$ cat config.mk
export PLATFORM = sky130hd
export DESIGN_NAME = epsdt_month_stage
export DESIGN_NICKNAME = d
export VERILOG_FILES = /design/src/epsdt_pkg.sv /design/src/epsdt_month_stage.sv
export SDC_FILE = /design/constraint.sdc
export NUM_CORES = 1
export LEC_CHECK = 0
export ABC_AREA = 1
export BUFFER_PORTS_ARGS = -buffer_cell sky130_fd_sc_hd__buf_2
export CORE_MARGIN = 10
export CORE_UTILIZATION = 38
export CTS_CLUSTER_SIZE = 40
export DETAILED_ROUTE_END_ITERATION = 10
export MAX_ROUTING_LAYER = met4
export PLACE_DENSITY = 0.86
export SYNTH_ARGS = -nofsm -noshare
export SYNTH_HDL_FRONTEND = slang
export SYNTH_SLANG_ARGS = --single-unit
$ cat constraint.sdc
create_clock -name clk -period 1.3 [get_ports clk]
set_input_delay 0.195 -clock clk [delete_from_list [all_inputs] [get_ports clk]]
set_output_delay 0.195 -clock clk [all_outputs]
set_load 0.05 [all_outputs]
$ cat src/epsdt_pkg.sv
`timescale 1ns / 1ps
// ----------------------------------------------------------------------------
// Epoch seconds to date package
// Widths, constants, the pipeline item and the calendar helper functions.
// ----------------------------------------------------------------------------
package epsdt_pkg;

  localparam int YEAR_W  = 12;
  localparam int SEC_W   = 31;
  localparam int DAYS_W  = 15;
  localparam int SOD_W   = 17;
  localparam int Y400_W  = 9;
  localparam int MONTH_W = 4;
  localparam int DAY_W   = 5;
  localparam int HOUR_W  = 5;
  localparam int MIN_W   = 6;
  localparam int SECS_W  = 6;
  localparam int YLEN_W  = 9;

  // At most 68 whole years fit into a 31-bit count of seconds.
  localparam int YEAR_STEPS  = 68;
  localparam int MONTH_STEPS = 11;
  localparam int SPLIT_STAGES = 6;
  localparam int LATENCY = SPLIT_STAGES + YEAR_STEPS + MONTH_STEPS;

  localparam logic [YEAR_W-1:0] EPOCH_YEAR_RESET = 12'd2010;
  localparam logic [SOD_W-1:0]  SECONDS_PER_DAY  = 17'd86400;
  localparam logic [11:0]       SECONDS_PER_HOUR = 12'd3600;
  localparam logic [5:0]        SECONDS_PER_MIN  = 6'd60;

  // Reciprocals for exact division by a constant: (x * RECIP) >> SHIFT.
  localparam logic [24:0] DAY_RECIP  = 25'd25451659; // 1/675 over 24 bits
  localparam int          DAY_SHIFT  = 34;
  localparam logic [13:0] HOUR_RECIP = 14'd9321;     // 1/225 over 13 bits
  localparam int          HOUR_SHIFT = 21;
  localparam logic [10:0] MIN_RECIP  = 11'd1093;     // 1/15 over 10 bits
  localparam int          MIN_SHIFT  = 14;

  localparam logic [YLEN_W-1:0] DAYS_LEAP_YEAR   = 9'd366;
  localparam logic [YLEN_W-1:0] DAYS_COMMON_YEAR = 9'd365;
  localparam logic [Y400_W-1:0] CYCLE_LAST       = 9'd399;

  localparam logic [MONTH_W-1:0] MONTH_JAN = 4'd1;
  localparam logic [MONTH_W-1:0] MONTH_FEB = 4'd2;
  localparam logic [MONTH_W-1:0] MONTH_MAR = 4'd3;
  localparam logic [MONTH_W-1:0] MONTH_APR = 4'd4;
  localparam logic [MONTH_W-1:0] MONTH_MAY = 4'd5;
  localparam logic [MONTH_W-1:0] MONTH_JUN = 4'd6;
  localparam logic [MONTH_W-1:0] MONTH_JUL = 4'd7;
  localparam logic [MONTH_W-1:0] MONTH_AUG = 4'd8;
  localparam logic [MONTH_W-1:0] MONTH_SEP = 4'd9;
  localparam logic [MONTH_W-1:0] MONTH_OCT = 4'd10;
  localparam logic [MONTH_W-1:0] MONTH_NOV = 4'd11;

  typedef struct packed {
    logic [DAYS_W-1:0]  days;
    logic [YEAR_W-1:0]  year;
    logic [Y400_W-1:0]  y400;
    logic [MONTH_W-1:0] month;
    logic [HOUR_W-1:0]  hour;
    logic [MIN_W-1:0]   minute;
    logic [SECS_W-1:0]  second;
  } epsdt_item_t;

  // The year modulo 400 decides everything: 400 is a multiple of 4 and 100.
  function automatic logic is_leap(input logic [Y400_W-1:0] y400);
    logic by4;
    logic century;
    by4     = (y400[1:0] == 2'b00);
    century = (y400 == 9'd0) || (y400 == 9'd100) || (y400 == 9'd200) ||
              (y400 == 9'd300);
    return (by4 && !century) || (y400 == 9'd0);
  endfunction

  function automatic logic [DAY_W-1:0] month_len(input logic [MONTH_W-1:0] m,
                                                 input logic leap);
    logic [DAY_W-1:0] len;
    unique case (m)
      MONTH_FEB: len = leap ? 5'd29 : 5'd28;
      MONTH_APR, MONTH_JUN, MONTH_SEP, MONTH_NOV: len = 5'd30;
      default: len = 5'd31;
    endcase
    return len;
  endfunction

endpackage

$ cat src/epsdt_month_stage.sv
`timescale 1ns / 1ps
// ----------------------------------------------------------------------------
// Epoch seconds to date: month step
// Moves past one month when the day count still covers it.
// ----------------------------------------------------------------------------
module epsdt_month_stage #(
  parameter int MONTH_NUM = 1
) (
  input  logic                   clk,
  input  logic                   rst,
  input  logic                   in_valid,
  input  epsdt_pkg::epsdt_item_t in_item,
  output logic                   out_valid,
  output epsdt_pkg::epsdt_item_t out_item
);
  import epsdt_pkg::*;

  localparam logic [MONTH_W-1:0] THIS_MONTH = MONTH_W'(MONTH_NUM);

  logic [DAY_W-1:0] mlen;
  epsdt_item_t      item_next;

  assign mlen = month_len(THIS_MONTH, is_leap(in_item.y400));

  // Only an item still searching at this month may advance.
  always_comb begin
    item_next = in_item;
    if (in_item.month == THIS_MONTH && in_item.days >= DAYS_W'(mlen)) begin
      item_next.days  = in_item.days - DAYS_W'(mlen);
      item_next.month = in_item.month + MONTH_W'(1);
    end
  end

  always_ff @(posedge clk) begin
    if (rst) begin
      out_valid <= 1'b0;
    end else begin
      out_valid <= in_valid;
    end
  end

  always_ff @(posedge clk) begin
    out_item <= item_next;
  end

endmodule

==> summary.txt <==
Pwr
  – Standby leakage power: 1.77 nW
  – Total design power: 4.68 mW
  – Worst vdd rail ir drop: 0.795 mV
  – Cell area power density: 1390 nW/um^2

Place
  – Buffers on Ports: 117
  – Total half-perimeter wirelength after legalization and detailed placement: 5520 um
  – GPL Wtd Cong: 0.941
  – Worst setup slack before clock tree synthesis: -153 ps
  – Placed instance count: 420

Yosys
  – Area fraction in compound gates after synthesis: 0.0138
  – Xor-xnor portion of the synthesized cell area: 0.0184
  – Yosys warns: 0
  – Synth area leaders: sky130_fd_sc_hd__dfxtp_1, sky130_fd_sc_hd__nand2_1, sky130_fd_sc_hd__nand3_1
  – Library cell occupying the most area in the post-synthesis netlist: sky130_fd_sc_hd__dfxtp_1
  – Main combinational cell family by area after synthesis: simple AND/OR/NAND/NOR gates
  – Register bit count reported by yosys: 58
  – Number of different library cells in the post-synthesis netlist: 21
  – Synthesized netlist cell count: 215
  – Mapped Area: 1900 um^2
  – Synth Area in Simple Gates: 0.288
  – Avg Cell Area, Syn: 8.85 um^2
  – Top cell type's share of synthesized area: 0.610
  – Fraction of the mapped netlist area in adder cells: 0.0197
  – Share of the yosys chip area belonging to registers: 0.610
  – Net count after synthesis: 278
  – Multiplexer share of the synthesized area: 0

STA
  – Achievable frequency: 0.861 GHz
  – Unrepaired setup endpoints after global routing: false
  – Tightest Pin Transition: 295 ps
  – Max-Slew Margin vs Limit: 0.805
  – Final setup violation count: 0
  – Tcrit/Tclk final: 0.893
  – Final worst-path setup slack: 139 ps
  – Time the final worst path needs with I/O delays and setup: 1160 ps
  – Max Transition Viols Final: 0
  – Setup_tns: 0 ps
  – Final Hold Viols: 0

Final layout
  – Filler-free cell count of the finished design: 475
  – Post-layout nets: 466
  – Multi-input gate area in the final layout: 647 um^2
  – Signed area change from the synthesized netlist to the final layout: 77.1%
  – Fill cell count: 324
  – Final cell utilization of the core: 0.704
  – Layout cells sized above 1: 0.398
  – Area taken by flip-flops and latches: 1160 um^2

Critical path
  – Worst setup EP type: output pin
  – Cell with the biggest individual delay on the critical path: sky130_fd_sc_hd__dfxtp_1
  – Endpoint required time on the critical path: 1110 ps
  – Worst Path Arrival: 970 ps
  – Max incr delay on CP: 350 ps
  – Number of buffers and inverters on the critical path: 1
  – Series of cell instances along the critical path: buf_2
  – Critical path class: reg2out
  – Critical Path Source Type: register
  – Top cell family by delay on the critical path: flip-flops
  – WP depth: 1
  – Largest driver fanout on the critical path: 1

Clocking
  – Library cell used as clock root buffer: sky130_fd_sc_hd__clkbuf_8
  – CTS buffer count: 9
  – Register clock-pin slew on the reported worst setup and hold paths: 70 ps
  – Maximum root-to-sink buffer count: 2
  – TritonCTS clock tree: built
  – CTS H-Tree Depth: 3
  – Number of sinks driven by the clock tree: 58
  – Post-CTS setup-driven buffer insertion count: 0

Floorplan
  – Core area: 4790 um^2
  – Boundary pin count: 118
  – Die Span Y: 90.8 um
  – Count of standard-cell rows: 25
  – Initial Util: 0.398
  – Die footprint: 8240 um^2
  – Chip Width: 90.8 um

Route
  – Detail Route Antenna Nets: 0
  – Routed Wire Length: 8370 um
  – Drt initial violations: 125
  – DR WL/cell: 17.6 um
  – Via-to-Cell Ratio: 4.66
  – Number of iterations in the first detailed-routing pass: 4
  – Residual DRC count: 0
  – Via count of the routed design: 2,214

Global route
  – Wire length of the first global-routing pass: 13,000 um
  – Vias in the first global route: 2,263
  – Maximum number of pins on one net before global-route repair: 20
  – Number of antenna violations at the first check in global routing: 1
  – Congestion Overflow GR: 0
  – Total track usage: 0.208

Min path
  – Hold Path Depth: 2
  – Worst hold-check path type: in2reg

Run status
  – Result of the run: completed

Flow run
  – Max-cap violations: 0
## cells in the final DEF (no fill, tap or decap), types with 3 or more instances in the layout
master / Yosys / routed
sky130_fd_sc_hd__buf_2: 1 / 117
sky130_fd_sc_hd__buf_4: 1 / 23
sky130_fd_sc_hd__clkbuf_8: 0 / 11
sky130_fd_sc_hd__dfxtp_1: 58 / 58
sky130_fd_sc_hd__dlygate4sd3_1: 0 / 39
sky130_fd_sc_hd__ha_1: 3 / 3
sky130_fd_sc_hd__inv_1: 17 / 17
sky130_fd_sc_hd__nand2_1: 70 / 70
sky130_fd_sc_hd__nand3_1: 24 / 24
sky130_fd_sc_hd__nand3b_1: 3 / 3
sky130_fd_sc_hd__nor2_1: 19 / 19
sky130_fd_sc_hd__o21ai_0: 3 / 3
## per-stage QoR
| stage | hold WS [ps] | cell area (um^2) |
|---|---|---|
| after detailed placement | 300 | 2760 |
| after floorplan | 223 | 1900 |
| after global placement | 297 | 2760 |
| after CTS | 10.5 | 3370 |
| after global routing | 7.51 | 3370 |
| final | 16.2 | 3370 |
## final timing paths
check	from	end	slack [ps]
setup / recovery	out_item[22]	out_item[22]	140
hold / removal	rst	out_valid	20
## routing by layer
layer | vias to the layer above | GRT usage | wire [um]
met5 | - | - | 0
met4 | 0 | 0.0504 | 104
met3 | 13 | 0.0715 | 837
met2 | 141 | 0.344 | 4050
met1 | 1016 | 0.234 | 3380
li1 | 1044 | - | -
## Yosys cell counts
cell                       count
sky130_fd_sc_hd__buf_6         1
sky130_fd_sc_hd__nand4_1       2
sky130_fd_sc_hd__nand2_4       2
sky130_fd_sc_hd__o21bai_2      1
sky130_fd_sc_hd__inv_1        17
sky130_fd_sc_hd__nor2_1       19
sky130_fd_sc_hd__clkinv_1      1
sky130_fd_sc_hd__dfxtp_1      58
sky130_fd_sc_hd__xor2_1        2
sky130_fd_sc_hd__xnor2_1       2
sky130_fd_sc_hd__nand2_1      70
sky130_fd_sc_hd__nor2_4        1
sky130_fd_sc_hd__nor3b_2       1
sky130_fd_sc_hd__o21ai_0       3
sky130_fd_sc_hd__clkbuf_1      1
sky130_fd_sc_hd__buf_4         1
sky130_fd_sc_hd__buf_2         1
sky130_fd_sc_hd__ha_1          3
sky130_fd_sc_hd__nand3b_1      3
sky130_fd_sc_hd__nor2_2        2
sky130_fd_sc_hd__nand3_1      24
## flip-flops by register name, summed over array words and instances, names as in the netlist
name / flops
out_item: 57
out_valid: 1
## report_power, final
group / switching [mW] / internal [mW]
Sequential: 0.0345 / 1.88
Combinational: 0.600 / 0.297
Clock: 0.688 / 1.18
Total: 1.32 / 3.36
## layout make-up
type	instances	share of cell area
multi-input cells	135	0.192
well taps	67	0.0249
clock buffers	13	0.0472
repair buffers	181	0.353
clock inverters	2	0.0178
inverters	18	0.0201
diodes	1	0.000743
flip-flops and latches	58	0.345
## what timing repair did
item | in CTS | in global routing
hold endpoints to repair | 39 | 0
hold buffers | 39 | 0
gates resized for setup | 0 | 0
## kinds of logic (layout without fill, tap and decap cells)
| kind of cell | Yosys count | in the layout |
|---|---|---|
| compound gates | 4 | 4 |
| fa+ha+maj | 3 | 3 |
| xor+xnor | 4 | 4 |
| simple gates | 124 | 124 |
| flops | 58 | 58 |
| buf+inv | 22 | 214 |
| other cells | 0 | 1 |
Note: power is estimated with default switching activity, not from simulation.
