<file path="src/epsdt_pkg.sv">
`timescale 1ns / 1ps
// ----------------------------------------------------------------------------
// Epoch seconds to date package
// Widths, constants, the pipeline item and the calendar helper functions.
// ----------------------------------------------------------------------------
package epsdt_pkg;

  localparam int YEAR_W  = 12;
  localparam int SEC_W   = 31;
  localparam int DAYS_W  = 15;
  localparam int SOD_W   = 17;
  localparam int Y400_W  = 9;
  localparam int MONTH_W = 4;
  localparam int DAY_W   = 5;
  localparam int HOUR_W  = 5;
  localparam int MIN_W   = 6;
  localparam int SECS_W  = 6;
  localparam int YLEN_W  = 9;

  // At most 68 whole years fit into a 31-bit count of seconds.
  localparam int YEAR_STEPS  = 68;
  localparam int MONTH_STEPS = 11;
  localparam int SPLIT_STAGES = 6;
  localparam int LATENCY = SPLIT_STAGES + YEAR_STEPS + MONTH_STEPS;

  localparam logic [YEAR_W-1:0] EPOCH_YEAR_RESET = 12'd2010;
  localparam logic [SOD_W-1:0]  SECONDS_PER_DAY  = 17'd86400;
  localparam logic [11:0]       SECONDS_PER_HOUR = 12'd3600;
  localparam logic [5:0]        SECONDS_PER_MIN  = 6'd60;

  // Reciprocals for exact division by a constant: (x * RECIP) >> SHIFT.
  localparam logic [24:0] DAY_RECIP  = 25'd25451659; // 1/675 over 24 bits
  localparam int          DAY_SHIFT  = 34;
  localparam logic [13:0] HOUR_RECIP = 14'd9321;     // 1/225 over 13 bits
  localparam int          HOUR_SHIFT = 21;
  localparam logic [10:0] MIN_RECIP  = 11'd1093;     // 1/15 over 10 bits
  localparam int          MIN_SHIFT  = 14;

  localparam logic [YLEN_W-1:0] DAYS_LEAP_YEAR   = 9'd366;
  localparam logic [YLEN_W-1:0] DAYS_COMMON_YEAR = 9'd365;
  localparam logic [Y400_W-1:0] CYCLE_LAST       = 9'd399;

  localparam logic [MONTH_W-1:0] MONTH_JAN = 4'd1;
  localparam logic [MONTH_W-1:0] MONTH_FEB = 4'd2;
  localparam logic [MONTH_W-1:0] MONTH_MAR = 4'd3;
  localparam logic [MONTH_W-1:0] MONTH_APR = 4'd4;
  localparam logic [MONTH_W-1:0] MONTH_MAY = 4'd5;
  localparam logic [MONTH_W-1:0] MONTH_JUN = 4'd6;
  localparam logic [MONTH_W-1:0] MONTH_JUL = 4'd7;
  localparam logic [MONTH_W-1:0] MONTH_AUG = 4'd8;
  localparam logic [MONTH_W-1:0] MONTH_SEP = 4'd9;
  localparam logic [MONTH_W-1:0] MONTH_OCT = 4'd10;
  localparam logic [MONTH_W-1:0] MONTH_NOV = 4'd11;

  typedef struct packed {
    logic [DAYS_W-1:0]  days;
    logic [YEAR_W-1:0]  year;
    logic [Y400_W-1:0]  y400;
    logic [MONTH_W-1:0] month;
    logic [HOUR_W-1:0]  hour;
    logic [MIN_W-1:0]   minute;
    logic [SECS_W-1:0]  second;
  } epsdt_item_t;

  // The year modulo 400 decides everything: 400 is a multiple of 4 and 100.
  function automatic logic is_leap(input logic [Y400_W-1:0] y400);
    logic by4;
    logic century;
    by4     = (y400[1:0] == 2'b00);
    century = (y400 == 9'd0) || (y400 == 9'd100) || (y400 == 9'd200) ||
              (y400 == 9'd300);
    return (by4 && !century) || (y400 == 9'd0);
  endfunction

  function automatic logic [DAY_W-1:0] month_len(input logic [MONTH_W-1:0] m,
                                                 input logic leap);
    logic [DAY_W-1:0] len;
    unique case (m)
      MONTH_FEB: len = leap ? 5'd29 : 5'd28;
      MONTH_APR, MONTH_JUN, MONTH_SEP, MONTH_NOV: len = 5'd30;
      default: len = 5'd31;
    endcase
    return len;
  endfunction

endpackage

</file>
<file path="src/epsdt_year_stage.sv">
`timescale 1ns / 1ps
// ----------------------------------------------------------------------------
// Epoch seconds to date: year step
// Removes one whole year from the day count when it still fits.
// ----------------------------------------------------------------------------
module epsdt_year_stage (
  input  logic                   clk,
  input  logic                   rst,
  input  logic                   in_valid,
  input  epsdt_pkg::epsdt_item_t in_item,
  output logic                   out_valid,
  output epsdt_pkg::epsdt_item_t out_item
);
  import epsdt_pkg::*;

  logic [YLEN_W-1:0] ylen;
  logic              fits;
  epsdt_item_t       item_next;

  assign ylen = is_leap(in_item.y400) ? DAYS_LEAP_YEAR : DAYS_COMMON_YEAR;
  assign fits = (in_item.days >= DAYS_W'(ylen));

  always_comb begin
    item_next = in_item;
    if (fits) begin
      item_next.days = in_item.days - DAYS_W'(ylen);
      item_next.year = in_item.year + YEAR_W'(1);
      item_next.y400 = (in_item.y400 == CYCLE_LAST) ? '0 : in_item.y400 + Y400_W'(1);
    end
  end

  always_ff @(posedge clk) begin
    if (rst) begin
      out_valid <= 1'b0;
    end else begin
      out_valid <= in_valid;
    end
  end

  always_ff @(posedge clk) begin
    out_item <= item_next;
  end

endmodule

</file>
<file path="config.mk">
export PLATFORM = sky130hd
export DESIGN_NAME = epsdt_year_stage
export DESIGN_NICKNAME = d
export VERILOG_FILES = /design/src/epsdt_pkg.sv /design/src/epsdt_year_stage.sv
export SDC_FILE = /design/constraint.sdc
export NUM_CORES = 1
export LEC_CHECK = 0
export BUFFER_PORTS_ARGS = -buffer_cell sky130_fd_sc_hd__buf_2
export CORE_UTILIZATION = 47
export DETAILED_ROUTE_END_ITERATION = 8
export GPL_ROUTABILITY_DRIVEN = 0
export GPL_TIMING_DRIVEN = 1
export PLACE_DENSITY = 0.84
export SLEW_MARGIN = 20
export SYNTH_ARGS = -nofsm -noshare
export SYNTH_HDL_FRONTEND = slang
export SYNTH_SLANG_ARGS = --single-unit
</file>
<file path="constraint.sdc">
create_clock -name clk -period 4.2 [get_ports clk]
set_input_delay 0.21 -clock clk [delete_from_list [all_inputs] [get_ports clk]]
set_output_delay 0.21 -clock clk [all_outputs]
set_load 0.01 [all_outputs]
</file>
==> out/results.ini, run 1 <==
[clock_tree]
cts_made_buffers = 9
cts-resized-gates = 0
tritoncts = done
cts_max_level = 3
post_cts_buffers = 0
cts.clk_slew.worst_paths_ns = 0.07
cts_buffer_depth = 2
root_buffer = clkbuf_8
cts_hold_buffers = 21
clock-sinks = 58

[routing]
drt_iter0_drc = 96
drc = 0
ant_nets = 0
first_pass_iters = 4
routed-wl-met3_um = 412
top_layer_used = met4
met2_length_um = 2960
vias_per_cell = 5.14
dr_total_vias = 2097
routed_wl_um = 6050
wl_per_cell_um = 14.8
met1_length_um = 2510

[global_routing]
antenna_found_initial = 0
grt_remaining_overflow = 0
grt_max_degree = 26
grt_first_pass_wirelength_um = 9780
grt_pass1_vias = 2055
grt_usage_pct = 25.8

[critical_path]
cp_slowest_stage_delay_ns = 0.60
crit_type = in2reg
arrival_ns = 3.02
endpoint_kind = flip-flop
cpMostUsedCell = nand2_1
path_cells = buf_2 > nand2_1 > nor2_1 > a21oi_1 > nor3_1 > a31oi_1 > o21ai_0 > ha_1 > or2b_1 > a21oi_2 > o21ai_2 > nand2_1 > nand2_1 > mux2_2
startpoint_type = primary input
slowest_stage = nand2_1
path_max_fanout = 25
cp.required_ns = 4.42

[logic_synthesis]
synth_top_area_share_pct = 53.2
synth_cell_type_count = 47
synth_top_family_by_area = simple AND/OR/NAND/NOR gates
yosysSeqAreaShare_pct = 53.2
mappedNetlistArea_sq_um = 2180
yosysTopAreaCell = dfxtp_1
synth_flop_cell = dfxtp_1
synthArstFlopShare_pct = 0
yosys_warnings = 0
synth_nets = 274
syn-mean-instance-area_sq_um = 10.5
synth_fa_ha_area_share_pct = 4.36
ys_ff_latch = 58
synthXorXnorAreaFrac_pct = 9.64
synth-edff-count = 0
synth_compound_area_share_pct = 9.58
ys_top_cells_by_area = dfxtp_1 (53%), xnor2_1 (7.2%), ha_1 (3.4%)
synth.most_common_cell = dfxtp_1
synthTopCellsByCount = dfxtp_1 (58), xnor2_1 (18), nand2_1 (15)
synthCells = 207
yosys.area_share.simple_pct = 19.9
synthMuxAreaShare_pct = 0.516

[cells_and_area]
fin_nets = 418
syn2layout_area_growth_pct = 47.7
final_core_util_pct = 73.0
n_antenna_cell = 0
layout-drive-gt1-share_pct = 41.0

[place]
dp_hpwl_um = 3990
port_buffers = 117

[timing]
hold_violations = 0
finalCritPeriodShare_pct = 66.6
finalMaxSlewViolations = 0
period_minus_slack_ns = 2.80
worst_pin_slew_ns = 0.808
tns_ns = 0
relSlewSlack_pct = 46.0
rsz0062_at_grt = false
setup_violations = 0
max_freq_ghz = 0.357

[power_and_ir_drop]
vdd_drop_max_v = 0.000243
power_density_nw_per_um2 = 422
power_mw = 1.36
p_leak_nw = 1.53

[die]
initial_core_util_pct = 49.4
rows = 24
ioPinCount = 118
die_area_sq_um = 4920
dieHeight_um = 70.1
die_x_um = 70.1
coreArea_sq_um = 4410

[job]
maxCapViolCount = 0

[worst_hold_path]
hold_class = in2reg

[status]
status = finished, final reports clean

==> metal layers <==
metal,GRT usage [%],vias to the layer above
li1,-,1009
met1,29.4,965
met2,43.5,110
met3,8.80,13
met4,11.3,0
met5,0,-
==> worst paths after layout <==
kind,to,cells after the start,start
worst min-delay path,out_valid,2,rst
worst max-delay path,out_item[25],14,in_item[24]
==> layout by cell type (no fill, tap or decap), types with 4 or more instances in the layout <==
| master | instances |
|---|---|
| clkbuf_8 | 10 |
| nor2_1 | 13 |
| xnor2_1 | 18 |
| nand3_1 | 9 |
| nand2_1 | 15 |
| dfxtp_1 | 58 |
| nand4_1 | 8 |
| inv_1 | 6 |
| o21ai_0 | 11 |
| dlygate4sd3_1 | 21 |
| ha_1 | 6 |
| a21oi_1 | 4 |
| buf_2 | 117 |
| and3_1 | 5 |
| xor2_1 | 6 |
==> power by group <==
group          switching (mW)  internal, mW  total, mW  leakage, nW
clock network           0.213         0.348      0.561        0.109
registers              0.0110         0.593      0.604        0.489
logic                   0.102        0.0924      0.194        0.929
==> through the flow <==
stage	area [sq um]	instances	setup slack [ns]	hold WS, ns
after floorplan	2180	207	1.67	0.238
after global placement	2790	371	1.22	0.312
after detailed placement	2790	371	1.10	0.314
after CTS	3220	408	1.44	0.0209
after global routing	3220	408	1.18	0.0226
final	3220	408	1.40	0.0283
==> critical path: cells and delay by family <==
family,cells,cell delay (ns)
simple gates,6,1.15
buf+inv,1,0.14
fa+ha+maj,1,0.33
compound gates,5,0.85
mux,1,0.30
==> cell type report <==
cell class,count,area (sq um)
clock buffers,11,141
flip-flops and latches,58,1160
multi-input cells,138,958
inverters,6,22.5
clock inverters,5,77.6
repair buffers,138,796
fillers,313,1190
well taps,52,65.1
==> logic make-up (layout without fill, tap and decap cells) <==
group                      Yosys count  count (layout)
AOI/OAI and AO/OA                   32              32
adders and majority gates            7               7
xor gates and xnor gates            24              24
muxes                                1               1
and+or+nand+nor                     74              74
buffers and inverters               11             160
DFF                                 58              58
==> flip-flops by register name, indices dropped and copies added (netlist names) <==
name	cells
out_item	57
out_valid	1
Power figures use the tool's default switching activity.
==> inputs of run 2 (changes only) <==
CORE_UTILIZATION = 44   (was 47)
PLACE_DENSITY = 0.79   (was 0.84)
clock period = 2.6 ns   (was 4.2 ns; I/O delays follow)
==> run 2 against run 1 <==
- via count fell by 0.86%
- global-route usage fell by 1.9 points
- non-clock buffer count rose by 7
- design area rose by 3.4%
- critical path depth did not move
- critical endpoint is now out_item[54]
==> out/results.ini, run 2 (synthesis gave the netlist of run 1 again) <==
[status]
status = finished, final reports clean

[die]
die_area_sq_um = 5240
die_x_um = 72.4
initial_core_util_pct = 45.9
ioPinCount = 118
rows = 25
dieHeight_um = 72.4
coreArea_sq_um = 4750

[timing]
relSlewSlack_pct = 73.5
hold_violations = 0
worst_pin_slew_ns = 0.393
finalCritPeriodShare_pct = 87.6
rsz0062_at_grt = false
tns_ns = 0
finalMaxSlewViolations = 0
setup_violations = 0
max_freq_ghz = 0.439
period_minus_slack_ns = 2.28

[cells_and_area]
syn2layout_area_growth_pct = 52.8
regMostFlops = out_item
final_area_sq_um = 3330
final_cell_mix = buf_2 (117), dfxtp_1 (58), dlygate4sd3_1 (24)
largest_reg_flops = 57
top_regs = out_item (57), out_valid (1)
layout-drive-gt1-share_pct = 41.6
final_common_cell = buf_2
n_antenna_cell = 0
fin_nets = 425

[worst_hold_path]
min_path_cells = 3
worstHoldStart = in_item[31]
whs_endpoint = out_item[31]
hold_class = in2reg

[clock_tree]
post_cts_buffers = 0
root_buffer = clkbuf_8
cts.clk_slew.worst_paths_ns = 0.06
cts_max_level = 3
cts_buffer_depth = 2
clock-sinks = 58
tritoncts = done
cts_hold_buffers = 24
cts-resized-gates = 0
cts_made_buffers = 9

[place]
dp_hpwl_um = 4020
dpl_cell_area_sq_um = 2850
port_buffers = 117

[critical_path]
slowest_stage = fa_1
endpoint_kind = flip-flop
path_max_fanout = 6
cp_slowest_stage_delay_ns = 0.39
crit_type = in2reg
path_cells = buf_2 > nand2_1 > nor2_1 > a21oi_1 > nor3_1 > a31oi_1 > o21ai_0 > ha_1 > fa_1 > o21bai_1 > a31oi_1 > o21ai_0 > nor3_2 > a21o_1
arrival_ns = 2.50
startpoint_type = primary input
cp.required_ns = 2.82

[routing]
routed_wl_um = 6310
drc = 0
drt_iter0_drc = 117
first_pass_iters = 4
ant_nets = 0
vias_per_cell = 4.83
wl_per_cell_um = 14.7
dr_total_vias = 2079

[power_and_ir_drop]
vdd_drop_max_v = 0.000371
p_leak_nw = 1.57
power_density_nw_per_um2 = 681

[global_routing]
grt_first_pass_wirelength_um = 9360
antenna_found_initial = 0
grt_remaining_overflow = 0
grt_max_degree = 26
grt_pass1_vias = 1922
grt_usage_pct = 23.8

[job]
maxCapViolCount = 0

run 2: cell count changes in the layout (fill, tap and decap cells not counted), sizes merged:
cell,before,now
clkbuf,11,12
clkinv,2,1
buf,117,121
dlygate4sd3,21,24
run 2: critical path, delay by kind of cell:
family | cells | cell delay, ns
buffers and inverters | 1 | 0.13
AND/OR/NAND/NOR | 4 | 0.24
AO/OA/AOI/OAI | 7 | 1.34
adder cells (fa/ha/maj) | 2 | 0.65
run 2: worst max-delay path by stage:
stage                     start      endpoint  slack (ns)  cells after the start
global route        in_item[29]  out_item[54]        0.13                     14
global placement    in_item[29]  out_item[54]        0.11                     14
detailed placement  in_item[24]  out_item[54]        0.05                     14
CTS                 in_item[29]  out_item[54]        0.35                     14
finish              in_item[29]  out_item[54]        0.32                     14
floorplan           in_item[27]  out_item[28]        0.15                     15
run 2: through the flow:
step | std cells | hold slack, ns | power, mW | setup WS (ns) | util (%)
3_5_place_dp | 390 | 0.234 | 1.28 | 0.0501 | 60.0
2_1_floorplan | 207 | 0.158 | 1.12 | 0.146 | -
5_1_grt | 430 | 0.0250 | 2.35 | 0.128 | 70.1
3_3_place_gp | 390 | 0.232 | 1.27 | 0.105 | 60.0
4_1_cts | 430 | 0.00231 | 2.26 | 0.352 | 70.1
6_report | 430 | 0.0179 | 2.27 | 0.322 | 70.1
run 2: cell type report:
class	instances	area [sq um]
inverter	6	22.5
multi-input combinational	138	958
clock buffer	12	165
timing repair buffer	145	868
fill	360	1420
tap	67	83.8
clock inverter	4	72.6
sequential	58	1160
run 2: layer usage:
metal / wire (um) / vias to the layer above / global-route usage, %
met5: 0 / - / 0
met4: 98 / 0 / 8.71
met3: 426 / 11 / 6.39
met2: 3190 / 88 / 42.5
met1: 2590 / 961 / 27.2
li1: - / 1019 / -
run 2: power by group:
group          internal, mW  switching [mW]
combinational         0.157           0.166
clock                 0.617           0.355
sequential            0.958          0.0176
total                  1.73           0.539
==> inputs of run 3 (changes only) <==
CORE_UTILIZATION = 47   (was 44)
CTS_CLUSTER_SIZE = 10   (was unset)
PLACE_DENSITY = 0.84   (was 0.79)
clock period = 2.9 ns   (was 2.6 ns; I/O delays follow)
==> run 3 against run 2 <==
- clock-buffer cell count decreased by 1
- clock power down 15%
- die area fell by 6.2%
- sequential share of layout area grew 0.50 points
- critical path type unchanged
- largest cell class unchanged
- highest routed layer unchanged
==> out/results.ini, run 3 (synthesis gave the netlist of run 1 again) <==
[timing]
worst_pin_slew_ns = 0.394
relSlewSlack_pct = 73.4
hold_violations = 0
rsz0062_at_grt = false
finalMaxSlewViolations = 0
max_freq_ghz = 0.432
finalCritPeriodShare_pct = 79.8
period_minus_slack_ns = 2.32
fin_hold_ws_ns = 0.0336
setup_violations = 0
tns_ns = 0

[clock_tree]
tritoncts = done
cts.clk_slew.worst_paths_ns = 0.07
cts_max_level = 3
cts-resized-gates = 0
cts_made_buffers = 9
clock-sinks = 58
cts_hold_buffers = 25
post_cts_buffers = 0
cts_buffer_depth = 2
root_buffer = clkbuf_8

[routing]
drc = 0
first_pass_iters = 4
wl_per_cell_um = 16.2
dr_total_vias = 2141
routed_wl_um = 6720
vias_per_cell = 5.16
drt_iter0_drc = 154
ant_nets = 0

[cells_and_area]
top_regs = out_item (57), out_valid (1)
largest_reg_flops = 57
final_cell_mix = buf_2 (117), dfxtp_1 (58), dlygate4sd3_1 (25)
n_antenna_cell = 0
regMostFlops = out_item
syn2layout_area_growth_pct = 50.6
final_common_cell = buf_2
fin_nets = 425
layout-drive-gt1-share_pct = 41.0

[die]
die_area_sq_um = 4920
ioPinCount = 118
dieHeight_um = 70.1
coreArea_sq_um = 4410
rows = 24
initial_core_util_pct = 49.4
die_x_um = 70.1

[power_and_ir_drop]
p_leak_nw = 1.56
power_density_nw_per_um2 = 606
vdd_drop_max_v = 0.000420
power_mw = 1.99

[global_routing]
grt_first_pass_wirelength_um = 11000
antenna_found_initial = 0
grt_usage_pct = 29.1
grt_max_degree = 17
grt_pass1_vias = 2203
grt_remaining_overflow = 0

[critical_path]
startpoint = in_item[24]
cp_slowest_stage_delay_ns = 0.37
endpoint_kind = flip-flop
slowest_stage = or3_1
path_cells = buf_2 > nand2_1 > nor2_1 > a21oi_1 > nor3_1 > a31oi_1 > o21ai_0 > ha_1 > or2b_1 > a21oi_2 > o21ai_2 > and2_4 > or3_1 > o21ai_0
crit_type = in2reg
cpMostUsedCell = o21ai_0
startpoint_type = primary input
path_max_fanout = 16
cp.required_ns = 3.16
arrival_ns = 2.57

[status]
status = finished, final reports clean

[worst_hold_path]
hold_class = in2reg
worstHoldStart = in_item[30]
min_path_cells = 2

[place]
port_buffers = 117
dp_hpwl_um = 4080

[job]
maxCapViolCount = 0

==> run 3: cell types whose count changed in the layout (fill, tap and decap cells not counted) <==
cell,previous run,this run
clkbuf_1,0,1
buf_12,1,0
dlygate4sd3_1,24,25
clkinv_2,1,2
clkbuf_8,12,10
==> run 3: layer usage <==
layer  vias up  global-route usage, %  part of all wire (%)
met5         -                      0                     0
met4         0                   12.4                   2.8
met3        20                   9.24                   7.0
met2       107                   50.2                    50
met1       995                   32.9                    40
li1       1019                      -                     -
==> run 3: path summary, 6_finish.rpt <==
path	end	slack, ns
setup / recovery	out_item[21]	0.58
hold / removal	out_item[30]	0.03
==> run 3: power by group <==
| group | internal [mW] | switching (mW) |
|---|---|---|
| Clock | 0.504 | 0.319 |
| Combinational | 0.139 | 0.153 |
| Sequential | 0.859 | 0.0169 |
| Total | 1.50 | 0.489 |
==> run 3: final cells by class <==
class / instances / area (sq um)
Sequential cell: 58 / 1160
Fill cell: 302 / 1130
Multi-Input combinational cell: 138 / 958
Timing Repair Buffer: 145 / 858
Clock buffer: 11 / 141
Clock inverter: 5 / 77.6
Tap cell: 52 / 65.1
Inverter: 6 / 22.5
==> run 3: worst max-delay path: cells and delay by family <==
kind / cells / cell delay [ns]
adder cells (fa/ha/maj): 1 / 0.20
AO/OA/AOI/OAI: 6 / 0.89
buffers and inverters: 1 / 0.15
AND/OR/NAND/NOR: 6 / 1.18
==> run 3: per-stage QoR <==
stage	util [%]	instance area, sq um	setup WS [ns]	cells
finish	74.4	3280	0.585	415
global route	74.4	3280	0.285	415
CTS	74.4	3280	0.572	415
detailed placement	63.8	2820	0.276	374
global placement	63.8	2820	0.388	374
floorplan	-	2180	0.431	207
